[src/rtl/snms_pkg.sv]
// Shared types and constants for the sorted-box non-maximum suppression block.
`timescale 1ns / 1ps

package snms_pkg;

  localparam int COORD_W   = 16;  // signed Q12.4 edge
  localparam int EXTENT_W  = 16;  // unsigned Q12.4 width / height
  localparam int EDGE_W    = 18;  // edge plus extent
  localparam int AREA_W    = 32;
  localparam int LEN_W     = 16;  // overlap length never exceeds an extent
  localparam int UNION_W   = 33;
  localparam int THR_W     = 16;
  localparam int PROD_W    = THR_W + UNION_W;
  localparam int NUM_W     = 16;
  localparam int TOTAL_W   = 9;
  localparam int PIPE_LEN  = 5;   // compare pipeline stages after the issue

  localparam logic [THR_W-1:0] THR_RESET = 16'd29491;
  localparam logic [NUM_W-1:0] NUM_MAX   = '1;

  // One box handed from the front end to the compare engine.
  typedef struct packed {
    logic                      frame_start;
    logic signed [COORD_W-1:0] left;
    logic signed [COORD_W-1:0] top;
    logic signed [EDGE_W-1:0]  right;
    logic signed [EDGE_W-1:0]  bottom;
    logic [AREA_W-1:0]         area;
    logic [NUM_W-1:0]          number;
  } item_t;

  // One entry of the kept-box store.
  typedef struct packed {
    logic signed [COORD_W-1:0] left;
    logic signed [COORD_W-1:0] top;
    logic signed [EDGE_W-1:0]  right;
    logic signed [EDGE_W-1:0]  bottom;
    logic [AREA_W-1:0]         area;
  } kept_t;

endpackage

[src/rtl/snms_queue.sv]
// Two-entry queue between the front end and the compare engine.
`timescale 1ns / 1ps

module snms_queue (
  input  logic            clk,
  input  logic            rst_n,
  input  logic            push_valid,
  output logic            push_ready,
  input  snms_pkg::item_t push_data,
  output logic            pop_valid,
  input  logic            pop_ready,
  output snms_pkg::item_t pop_data
);
  import snms_pkg::*;

  localparam int DEPTH = 2;
  localparam int PTR_W = $clog2(DEPTH);
  localparam int FILL_W = $clog2(DEPTH + 1);

  item_t             slot_r [DEPTH];
  logic [PTR_W-1:0]  wr_ptr_r;
  logic [PTR_W-1:0]  rd_ptr_r;
  logic [FILL_W-1:0] fill_r;
  logic              do_push;
  logic              do_pop;

  assign push_ready = fill_r != FILL_W'(DEPTH);
  assign pop_valid  = fill_r != '0;
  assign pop_data   = slot_r[rd_ptr_r];
  assign do_push    = push_valid && push_ready;
  assign do_pop     = pop_valid && pop_ready;

  always_ff @(posedge clk) begin
    if (do_push) begin
      slot_r[wr_ptr_r] <= push_data;
    end
  end

  always_ff @(posedge clk) begin
    if (!rst_n) begin
      wr_ptr_r <= '0;
      rd_ptr_r <= '0;
      fill_r   <= '0;
    end else begin
      if (do_push) begin
        wr_ptr_r <= wr_ptr_r + PTR_W'(1);
      end
      if (do_pop) begin
        rd_ptr_r <= rd_ptr_r + PTR_W'(1);
      end
      if (do_push && !do_pop) begin
        fill_r <= fill_r + FILL_W'(1);
      end else if (do_pop && !do_push) begin
        fill_r <= fill_r - FILL_W'(1);
      end
    end
  end

endmodule

[config.mk]
export PLATFORM = sky130hd
export DESIGN_NAME = snms_queue
export DESIGN_NICKNAME = d
export VERILOG_FILES = /design/src/rtl/snms_pkg.sv /design/src/rtl/snms_queue.sv
export SDC_FILE = /design/constraint.sdc
export NUM_CORES = 1
export LEC_CHECK = 0
export BUFFER_PORTS_ARGS = -buffer_cell sky130_fd_sc_hd__buf_2
export CAP_MARGIN = 20
export CORE_MARGIN = 4
export CORE_UTILIZATION = 53
export CTS_BUF_LIST = sky130_fd_sc_hd__clkbuf_2 sky130_fd_sc_hd__clkbuf_4 sky130_fd_sc_hd__clkbuf_8
export CTS_CLUSTER_SIZE = 14
export DETAILED_ROUTE_END_ITERATION = 8
export PLACE_DENSITY = 0.92
export SKIP_CTS_REPAIR_TIMING = 1
export SLEW_MARGIN = 20
export SYNTH_ARGS = -nofsm -noshare
export SYNTH_HDL_FRONTEND = slang
export SYNTH_SLANG_ARGS = --single-unit
[constraint.sdc]
create_clock -name clk -period 4.6 [get_ports clk]
set_input_delay 0.46 -clock clk [delete_from_list [all_inputs] [get_ports clk]]
set_output_delay 0.46 -clock clk [all_outputs]
set_load 0.005 [all_outputs]
==> flow_summary.yaml <==
outcome:
  status: "complete, no violations"
setup_path:
  regToRegSetupSlack_ns: 2.23
  endpoint_kind: "primary output"
  timing.rr.start: "fill_r[0]"
  slowest_stage: "dfxtp_4"
  arrival_ns: 2.39
  start_kind: "flip-flop"
  critPathMaxStageDelay_ns: 0.91
  critPathKind: "reg -> out"
  crit_path_max_fanout: 63
  required_ns: 4.14
  worstPathCellList: "buf_12 -> mux2_2 -> buf_2"
pwr:
  peakVddDrop_mv: 0.6024
  p_per_area_nw_per_um2: 528.3
  leakage_nw: 4.158
synth:
  synth_ff_type: "edfxtp_1"
  ys_top_cells_by_count: "234 x edfxtp_1, 87 x mux2_2, 30 x mux2_4, 8 x buf_2"
  synth-seq-cells: 239
  synth_nets: 510
  synth_cells: 388
  yosysTopAreaCell: "edfxtp_1"
  avgSynthCellArea_sq_um: 22.67
  synthArstFlopShare_pct: 0
  yosysTopAreaCellShare_pct: 79.89
  ys_top_cells_by_area: "edfxtp_1 80%, mux2_2 11%, mux2_4 5.1%, dfxtp_1 1.1%, buf_6 0.64%"
  yosys_warnings: 0
  seq_area_frac_synth_pct: 81.02
  yosysMostFrequentCell: "edfxtp_1"
  netlist_area_sq_um: 8796
  yosys.cell_types.count: 21
  synth_edf_count: 234
floorplanning:
  io_pins: 240
  core_sq_um: 16060
  dieArea_sq_um: 18720
  start_util_pct: 54.78
  dieHeight_microns: 136.8
  rows: 46
  dieWidth_microns: 136.8
layout:
  area_delta_synth_final_pct: 24.44
  fin_nets: 780
  stdcell_area_sq_um: 10950
  final.fill_count: 1010
  layout-drive-gt1-share_pct: 62.23
min_path:
  min-delay-start: "push_data[107]"
  hp-class: "in -> reg"
clock_tree:
  clock_latency_ns: 0.50
  cts.clk_slew.worst_paths_ns: 0.07
  clock-sinks: 239
  root_buffer: "clkbuf_8"
  htree_levels: 2
  max-clock-path-buffers: 3
  cts_tree: "yes"
  numCtsBuffers: 38
placement:
  placed_cell_area_sq_um: 10230
  dp_hpwl_microns: 11760
  port_buffers: 239
  gp_congestion: 0.7667
route:
  finalWirelength_microns: 17150
  drcViolationCount: 0
  antenna_left: 0
  via_per_inst: 5.023
  wl_per_cell_microns: 19.03
  vias: 4526
  initialDrtViolationCount: 222
  dr.pass1.iters: 4
timing:
  tns_ns: 0
  max_slew_margin_pct: 40.33
  clock_skew_ns: 0.01745
  setup_violations: 0
  finalCriticalPeriod_ns: 2.853
  drv_slew: 0
  finalHoldViolCount: 0
  worst_pin_slew_ns: 0.8950
  rsz0062_at_grt: "false"
  post-route-period-util_pct: 62.02
  fmax_ghz: 0.3505
grt:
  grt_pass1_wl_microns: 25390
  grtUsageTotal_pct: 17.91
  grt_pass1_vias: 4865
  grt_start_max_net_pins: 64
  overflow: 0
  antenna_found_initial: 2
run:
  max_cap_violations: 0
==> through the flow <==
stage	hold WS, ns	instances	total power [mW]	utilization (%)	setup slack, ns
after global routing	0.1073	900	6.073	68.15	1.602
after detailed placement	0.5580	834	4.197	63.72	2.206
after global placement	0.5295	834	4.127	63.72	2.268
after floorplan	0.5124	388	3.678	-	0.8086
after CTS	0.1099	899	5.859	68.13	1.688
final	0.1427	901	5.782	68.16	1.747
==> sequential cells by signal, indices dropped and copies added (netlist names), named ones only <==
register,count
fill_r,2
wr_ptr_r,1
slot_r,234
rd_ptr_r,1
==> critical path: cells and delay by family (launching register included) <==
family,cells,cell delay (ns)
muxes,1,0.39
buffers and inverters,2,0.53
DFF,1,0.91
==> kinds of logic (layout without fill, tap and decap cells) <==
kind of cell,count (synthesis),after routing,share of synthesized area (%)
AOI/OAI and AO/OA,5,5,0.3983
buffers and inverters,14,309,1.138
xor gates and xnor gates,3,3,0.2988
DFF,239,239,81.02
and+or+nand+nor,9,9,0.7398
muxes,117,117,16.26
adders and majority gates,1,1,0.1422
other,0,2,0
==> where the power goes <==
part	total, mW	leakage, nW	switching [mW]	internal [mW]
clock network	1.65	0.372	0.734	0.915
registers	2.88	2.23	0.156	2.73
logic	1.25	1.56	0.557	0.695
==> metal layers <==
metal  GRT usage [%]  share of wire, %  vias up
li1                -                 -     2093
met3           5.551               8.1       37
met1           20.02                36     2191
met4           7.428               2.6        2
met2           31.82                53      203
met5               0             0.041        -
==> cells in the final DEF, fill, tap and decap left out, drive strengths merged <==
master,instances
o21ai,2
or2,1
a21bo,1
or3,1
xnor2,2
xor2,1
a21boi,2
buf,243
and3,1
and2,4
clkbuf,55
inv,1
ha,1
nand2b,1
clkinvlp,2
edfxtp,234
mux2,117
nand3b,1
diode,2
dfxtp,5
clkinv,8
==> cell type report <==
type | count | area, sq um | area share (%)
sequential | 239 | 7131 | 65.15
multi-input combinational | 135 | 1574 | 14.38
timing repair buffer | 243 | 1251 | 11.43
clock buffer | 55 | 656.9 | 6.001
tap | 216 | 270.3 | 2.469
clock inverter | 10 | 51.30 | 0.4687
inverter | 1 | 6.256 | 0.05716
antenna | 2 | 5.005 | 0.04572
==> path summary, 6_finish.rpt <==
check                    to  depth (start not counted)
max            pop_data[42]                          3
min          slot_r[0][107]                          1
max reg2reg   slot_r[1][54]                          3
min reg2reg       fill_r[1]                          2
(Power assumes the default switching activity.)
