**src/rtl/snms_pkg.sv**
```systemverilog
// Shared types and constants for the sorted-box non-maximum suppression block.
`timescale 1ns / 1ps

package snms_pkg;

  localparam int COORD_W   = 16;  // signed Q12.4 edge
  localparam int EXTENT_W  = 16;  // unsigned Q12.4 width / height
  localparam int EDGE_W    = 18;  // edge plus extent
  localparam int AREA_W    = 32;
  localparam int LEN_W     = 16;  // overlap length never exceeds an extent
  localparam int UNION_W   = 33;
  localparam int THR_W     = 16;
  localparam int PROD_W    = THR_W + UNION_W;
  localparam int NUM_W     = 16;
  localparam int TOTAL_W   = 9;
  localparam int PIPE_LEN  = 5;   // compare pipeline stages after the issue

  localparam logic [THR_W-1:0] THR_RESET = 16'd29491;
  localparam logic [NUM_W-1:0] NUM_MAX   = '1;

  // One box handed from the front end to the compare engine.
  typedef struct packed {
    logic                      frame_start;
    logic signed [COORD_W-1:0] left;
    logic signed [COORD_W-1:0] top;
    logic signed [EDGE_W-1:0]  right;
    logic signed [EDGE_W-1:0]  bottom;
    logic [AREA_W-1:0]         area;
    logic [NUM_W-1:0]          number;
  } item_t;

  // One entry of the kept-box store.
  typedef struct packed {
    logic signed [COORD_W-1:0] left;
    logic signed [COORD_W-1:0] top;
    logic signed [EDGE_W-1:0]  right;
    logic signed [EDGE_W-1:0]  bottom;
    logic [AREA_W-1:0]         area;
  } kept_t;

endpackage

```
**src/rtl/snms_if.sv**
```systemverilog
// Valid/ready channel interfaces for boxes, results and threshold writes.
`timescale 1ns / 1ps

interface snms_in_if;
  import snms_pkg::*;
  logic                       valid;
  logic                       ready;
  logic                       frame_start;
  logic signed [COORD_W-1:0]  box_left;
  logic signed [COORD_W-1:0]  box_top;
  logic [EXTENT_W-1:0]        box_width;
  logic [EXTENT_W-1:0]        box_height;

  modport source (output valid, frame_start, box_left, box_top, box_width, box_height,
                  input ready);
  modport sink (input valid, frame_start, box_left, box_top, box_width, box_height,
                output ready);
endinterface


```
**src/rtl/snms_front.sv**
```systemverilog
// Front end: takes boxes, derives far edges and area, numbers boxes per frame.
`timescale 1ns / 1ps

module snms_front (
  input  logic            clk,
  input  logic            rst_n,
  snms_in_if.sink         in_ch,
  output logic            push_valid,
  input  logic            push_ready,
  output snms_pkg::item_t push_data
);
  import snms_pkg::*;

  logic [NUM_W-1:0] cnt_r;
  logic [NUM_W-1:0] cnt_nxt;
  logic [NUM_W-1:0] number;
  logic             xfer;

  assign in_ch.ready = push_ready;
  assign push_valid  = in_ch.valid;
  assign xfer        = in_ch.valid && push_ready;

  // A frame start restarts numbering with this box.
  assign number  = in_ch.frame_start ? '0 : cnt_r;
  assign cnt_nxt = (number == NUM_MAX) ? number : number + NUM_W'(1);

  always_comb begin
    push_data.frame_start = in_ch.frame_start;
    push_data.left        = in_ch.box_left;
    push_data.top         = in_ch.box_top;
    push_data.right       = {{(EDGE_W-COORD_W){in_ch.box_left[COORD_W-1]}}, in_ch.box_left}
                            + $signed({{(EDGE_W-EXTENT_W){1'b0}}, in_ch.box_width});
    push_data.bottom      = {{(EDGE_W-COORD_W){in_ch.box_top[COORD_W-1]}}, in_ch.box_top}
                            + $signed({{(EDGE_W-EXTENT_W){1'b0}}, in_ch.box_height});
    push_data.area        = AREA_W'(in_ch.box_width) * AREA_W'(in_ch.box_height);
    push_data.number      = number;
  end

  always_ff @(posedge clk) begin
    if (!rst_n) begin
      cnt_r <= '0;
    end else if (xfer) begin
      cnt_r <= cnt_nxt;
    end
  end

endmodule

```
**src/flat_wrapper.sv**
```systemverilog
// flat-port wrapper written by rule: the top's interface ports become plain ports
module snms_front_flat import snms_pkg::*;
  (clk, rst_n, push_valid, push_ready, push_data, in_ch_valid, in_ch_frame_start, in_ch_box_left, in_ch_box_top, in_ch_box_width, in_ch_box_height, in_ch_ready);
  snms_in_if in_ch_i ();
  input  logic clk;
  input  logic rst_n;
  output logic push_valid;
  input  logic push_ready;
  output snms_pkg::item_t push_data;
  input wire logic [$bits(in_ch_i.valid)-1:0] in_ch_valid;
  input wire logic [$bits(in_ch_i.frame_start)-1:0] in_ch_frame_start;
  input wire logic [$bits(in_ch_i.box_left)-1:0] in_ch_box_left;
  input wire logic [$bits(in_ch_i.box_top)-1:0] in_ch_box_top;
  input wire logic [$bits(in_ch_i.box_width)-1:0] in_ch_box_width;
  input wire logic [$bits(in_ch_i.box_height)-1:0] in_ch_box_height;
  output wire logic [$bits(in_ch_i.ready)-1:0] in_ch_ready;
  assign in_ch_i.valid = in_ch_valid;
  assign in_ch_i.frame_start = in_ch_frame_start;
  assign in_ch_i.box_left = in_ch_box_left;
  assign in_ch_i.box_top = in_ch_box_top;
  assign in_ch_i.box_width = in_ch_box_width;
  assign in_ch_i.box_height = in_ch_box_height;
  assign in_ch_ready = in_ch_i.ready;
  snms_front u_core (.clk(clk), .rst_n(rst_n), .in_ch(in_ch_i), .push_valid(push_valid), .push_ready(push_ready), .push_data(push_data));
endmodule
```
**config.mk**
```make
export PLATFORM = sky130hd
export DESIGN_NAME = snms_front_flat
export DESIGN_NICKNAME = d
export VERILOG_FILES = /design/src/rtl/snms_pkg.sv /design/src/rtl/snms_if.sv /design/src/rtl/snms_front.sv /design/src/flat_wrapper.sv
export SDC_FILE = /design/constraint.sdc
export NUM_CORES = 1
export LEC_CHECK = 0
export BUFFER_PORTS_ARGS = -buffer_cell sky130_fd_sc_hd__buf_2
export CAP_MARGIN = 25
export CORE_AREA = 2 2 169 171
export CTS_BUF_LIST = sky130_fd_sc_hd__clkbuf_16
export CTS_CLUSTER_SIZE = 28
export DETAILED_ROUTE_END_ITERATION = 6
export DIE_AREA = 0 0 171 173
export PLACE_DENSITY_LB_ADDON = 0.2
export SYNTH_ARGS = -nofsm -noshare
export SYNTH_HDL_FRONTEND = slang
export SYNTH_SLANG_ARGS = --single-unit
export TNS_END_PERCENT = 5
```
**constraint.sdc**
```tcl
create_clock -name clk -period 13 [get_ports clk]
set_input_delay 1.3 -clock clk [delete_from_list [all_inputs] [get_ports clk]]
set_output_delay 1.3 -clock clk [all_outputs]
set_load 0.03 [all_outputs]
```
==> results.sh <==
export IMPL_die_w_um=171
export IMPL_port_buffers=187
export IMPL_cpMostUsedCell="fa_1"
export IMPL_synth_cell_types=55
export IMPL_slowest_delay_ps=520
export IMPL_grt_first_pass_wirelength_um=48160
export IMPL_ys_dominant_reg_cell="dfxtp_1"
export IMPL_vias_per_cell=4.948
export IMPL_clockBufferDepth=2
export IMPL_synth_xor_area_frac=0.05086
export IMPL_fmax_mhz=115.3
export IMPL_muxShareOfSynthArea=0.003860
export IMPL_coreArea_um2=27630
export IMPL_fillers=2817
export IMPL_ys_seq_elements=16
export IMPL_seq_area_um2=320.3
export IMPL_clk_latency_ps=250
export IMPL_rows=61
export IMPL_maxCapViolCount=0
export IMPL_syn_num_nets=1723
export IMPL_dieArea_um2=29580
export IMPL_final_nets=1842
export IMPL_synth_top_family_by_area="adder cells"
export IMPL_multiInputGateArea_um2=9365
export IMPL_antenna_found_initial=0
export IMPL_via_count=8981
export IMPL_detail_route_wirelength_um=28980
export IMPL_clk_pin_slew_ps=50
export IMPL_drc_errors=0
export IMPL_synth_edff_count=0
export IMPL_cts_tree="built"
export IMPL_rsz0062_at_grt="false"
export IMPL_grt_overflow=0
export IMPL_cp_top_family="adder cells"
export IMPL_cts_htree_levels=1
export IMPL_pin_count=188
export IMPL_tightest_slew_ps=786.8
export IMPL_synthArstFlopShare=0
export IMPL_grt_util_all_layers=0.2000
export IMPL_fin_worst_skew_ps=1.293
export IMPL_top_register="u_core.cnt_r"
export IMPL_start_util=0.3989
export IMPL_post_route_min_period_ps=8671
export IMPL_stdcell_area_um2=12100
export IMPL_finalHoldViolations=0
export IMPL_syn2layout_area_growth_pct=9.819
export IMPL_synth_fa_ha_area_frac=0.5138
export IMPL_reg_top3="u_core.cnt_r x16"
export IMPL_outcome="completed"
export IMPL_slew_violations=0
export IMPL_cts_setup_buffers=0
export IMPL_wl_per_cell_um=15.96
export IMPL_crit_fanout=17
export IMPL_cp_arrival_ps=7370
export IMPL_critPathSlowestCell="fa_1"
export IMPL_cts_sinks=16
export IMPL_routabilityCongestion=0.8027
export IMPL_synth_warnings=0
export IMPL_postCtsHoldBufs=0
export IMPL_cts_resized_gates=0
export IMPL_grt_pass1_vias=9250
export IMPL_critPathKind="in -> out"
export IMPL_dr_pass1_iters=6
export IMPL_largest_register_ffs=16
export IMPL_setup_viol=0
export IMPL_cp_cell_sequence="buf_2 > nand2_1 > fa_1 > fa_1 > fa_1 > inv_1 > fa_1 > fa_1 > inv_1 > fa_1 > inv_1 > ha_1 > a21oi_1 > o21a_1 > o21ai_0 > a41oi_1 > o31ai_1 > a221o_1 > a21oi_1 > xnor2_1 > buf_2"
export IMPL_fin_crit_sh=0.6670
export IMPL_cts_made_buffers=3
export IMPL_syn_area_um2=11020
export IMPL_die_h_um=173
export IMPL_grt_max_degree=24
export IMPL_hold_class="reg -> reg"
export IMPL_n_antenna_cell=0
export IMPL_endpoint_kind="output pin"
export IMPL_placed_cell_area_um2=12030
export IMPL_cts_root_buf="clkbuf_16"
export IMPL_finalSetupTns_ps=0
export IMPL_drtAntennaViolNets=0
export IMPL_hpwl_um=23960
export IMPL_synth_compound_area_share=0.09104
export IMPL_avgSynthCellArea_um2=8.356
export IMPL_cp_required_ps=11700
export IMPL_startpoint_type="input port"
export IMPL_drive_gt1_frac=0.1399
export IMPL_relSlewSlack=0.4686
export IMPL_drt_iter0_drc=452
export IMPL_ys_seq_area_frac=0.02906
export IMPL_yosys_area_share_simple=0.1901
export IMPL_syn_instance_count=1319
export IMPL_cp_num_buf_inv=5
Yosys cell counts (7+ instances only):
master / count / area [µm²]
o21bai_1: 8 / 60.06
nor2_1: 48 / 180.2
xor2_1: 16 / 140.1
ha_1: 139 / 1739
nor2b_1: 18 / 112.6
xnor2_1: 48 / 420.4
nand4_1: 7 / 43.79
a21o_1: 21 / 157.7
and2_1: 121 / 757.0
nand3_1: 12 / 60.06
nor3_1: 7 / 35.03
a21oi_1: 42 / 210.2
o21ai_0: 22 / 110.1
clkbuf_1: 38 / 142.6
inv_1: 248 / 930.9
buf_4: 35 / 262.8
nand2_1: 192 / 720.7
fa_1: 196 / 3924
o21a_1: 10 / 75.07
dfxtp_1: 16 / 320.3
worst min-delay path, stage by stage (launching register included):
cell,delay (ps)
dfxtp_1,340
a21oi_1,70
nor2_1,70
per-stage QoR:
| step | std cells | hold WS (ps) | setup WS (ps) | util |
|---|---|---|---|---|
| 5_1_grt | 1815 | 563.0 | 3911 | 0.4381 |
| 4_1_cts | 1815 | 511.3 | 4211 | 0.4381 |
| 6_report | 1815 | 510.9 | 4329 | 0.4381 |
| 2_1_floorplan | 1319 | 464.4 | 4829 | - |
| 3_5_place_dp | 1811 | 500.7 | 4229 | 0.4352 |
| 3_3_place_gp | 1811 | 491.8 | 4261 | 0.4352 |
final timing paths:
check | start | end | slack, ps | cells past startpoint
setup / recovery | in_ch_box_height[2] | push_data[47] | 4330 | 21
hold / removal | u_core.cnt_r[14]$_SDFFE_PN0P_ | u_core.cnt_r[14]$_SDFFE_PN0P_ | 510 | 2
setup reg to reg | u_core.cnt_r[0]$_SDFFE_PN0P_ | u_core.cnt_r[13]$_SDFFE_PN0P_ | 10260 | 10
hold reg to reg | u_core.cnt_r[14]$_SDFFE_PN0P_ | u_core.cnt_r[14]$_SDFFE_PN0P_ | 510 | 2
cell type report:
class / instances / share of cell area
Timing Repair Buffer: 187 / 0.07732
Tap cell: 378 / 0.03907
Multi-Input combinational cell: 982 / 0.7737
Clock inverter: 1 / 0.0003101
Sequential cell: 16 / 0.02646
Clock buffer: 3 / 0.006202
Inverter: 248 / 0.07691
logic make-up after synthesis:
family	after synthesis
xor+xnor	64
buf+inv	321
compound gates	149
flops	16
fa+ha+maj	335
simple gates	430
mux	4
placed cells by master (no fill, tap or decap), types with 21 or more instances in the layout:
| cell type | Yosys | routed |
|---|---|---|
| buf_2 | 0 | 187 |
| o21ai_0 | 22 | 22 |
| inv_1 | 248 | 248 |
| nand2_1 | 192 | 192 |
| nor2_1 | 48 | 48 |
| and2_1 | 121 | 121 |
| ha_1 | 139 | 139 |
| fa_1 | 196 | 196 |
| a21oi_1 | 42 | 42 |
| xnor2_1 | 48 | 48 |
| a21o_1 | 21 | 21 |
per-layer routing:
layer,up-vias,part of all wire,GRT usage,routed length [µm]
met3,16,0.054,0.03067,1569
li1,4302,-,-,-
met1,4426,0.46,0.2749,13210
met5,-,0,0,0
met2,237,0.48,0.3422,13930
met4,0,0.0089,0.02225,258
Power is left out: the tool's default activity adds up to more than one toggle a clock period on the data nets, which glitch-free logic cannot reach.
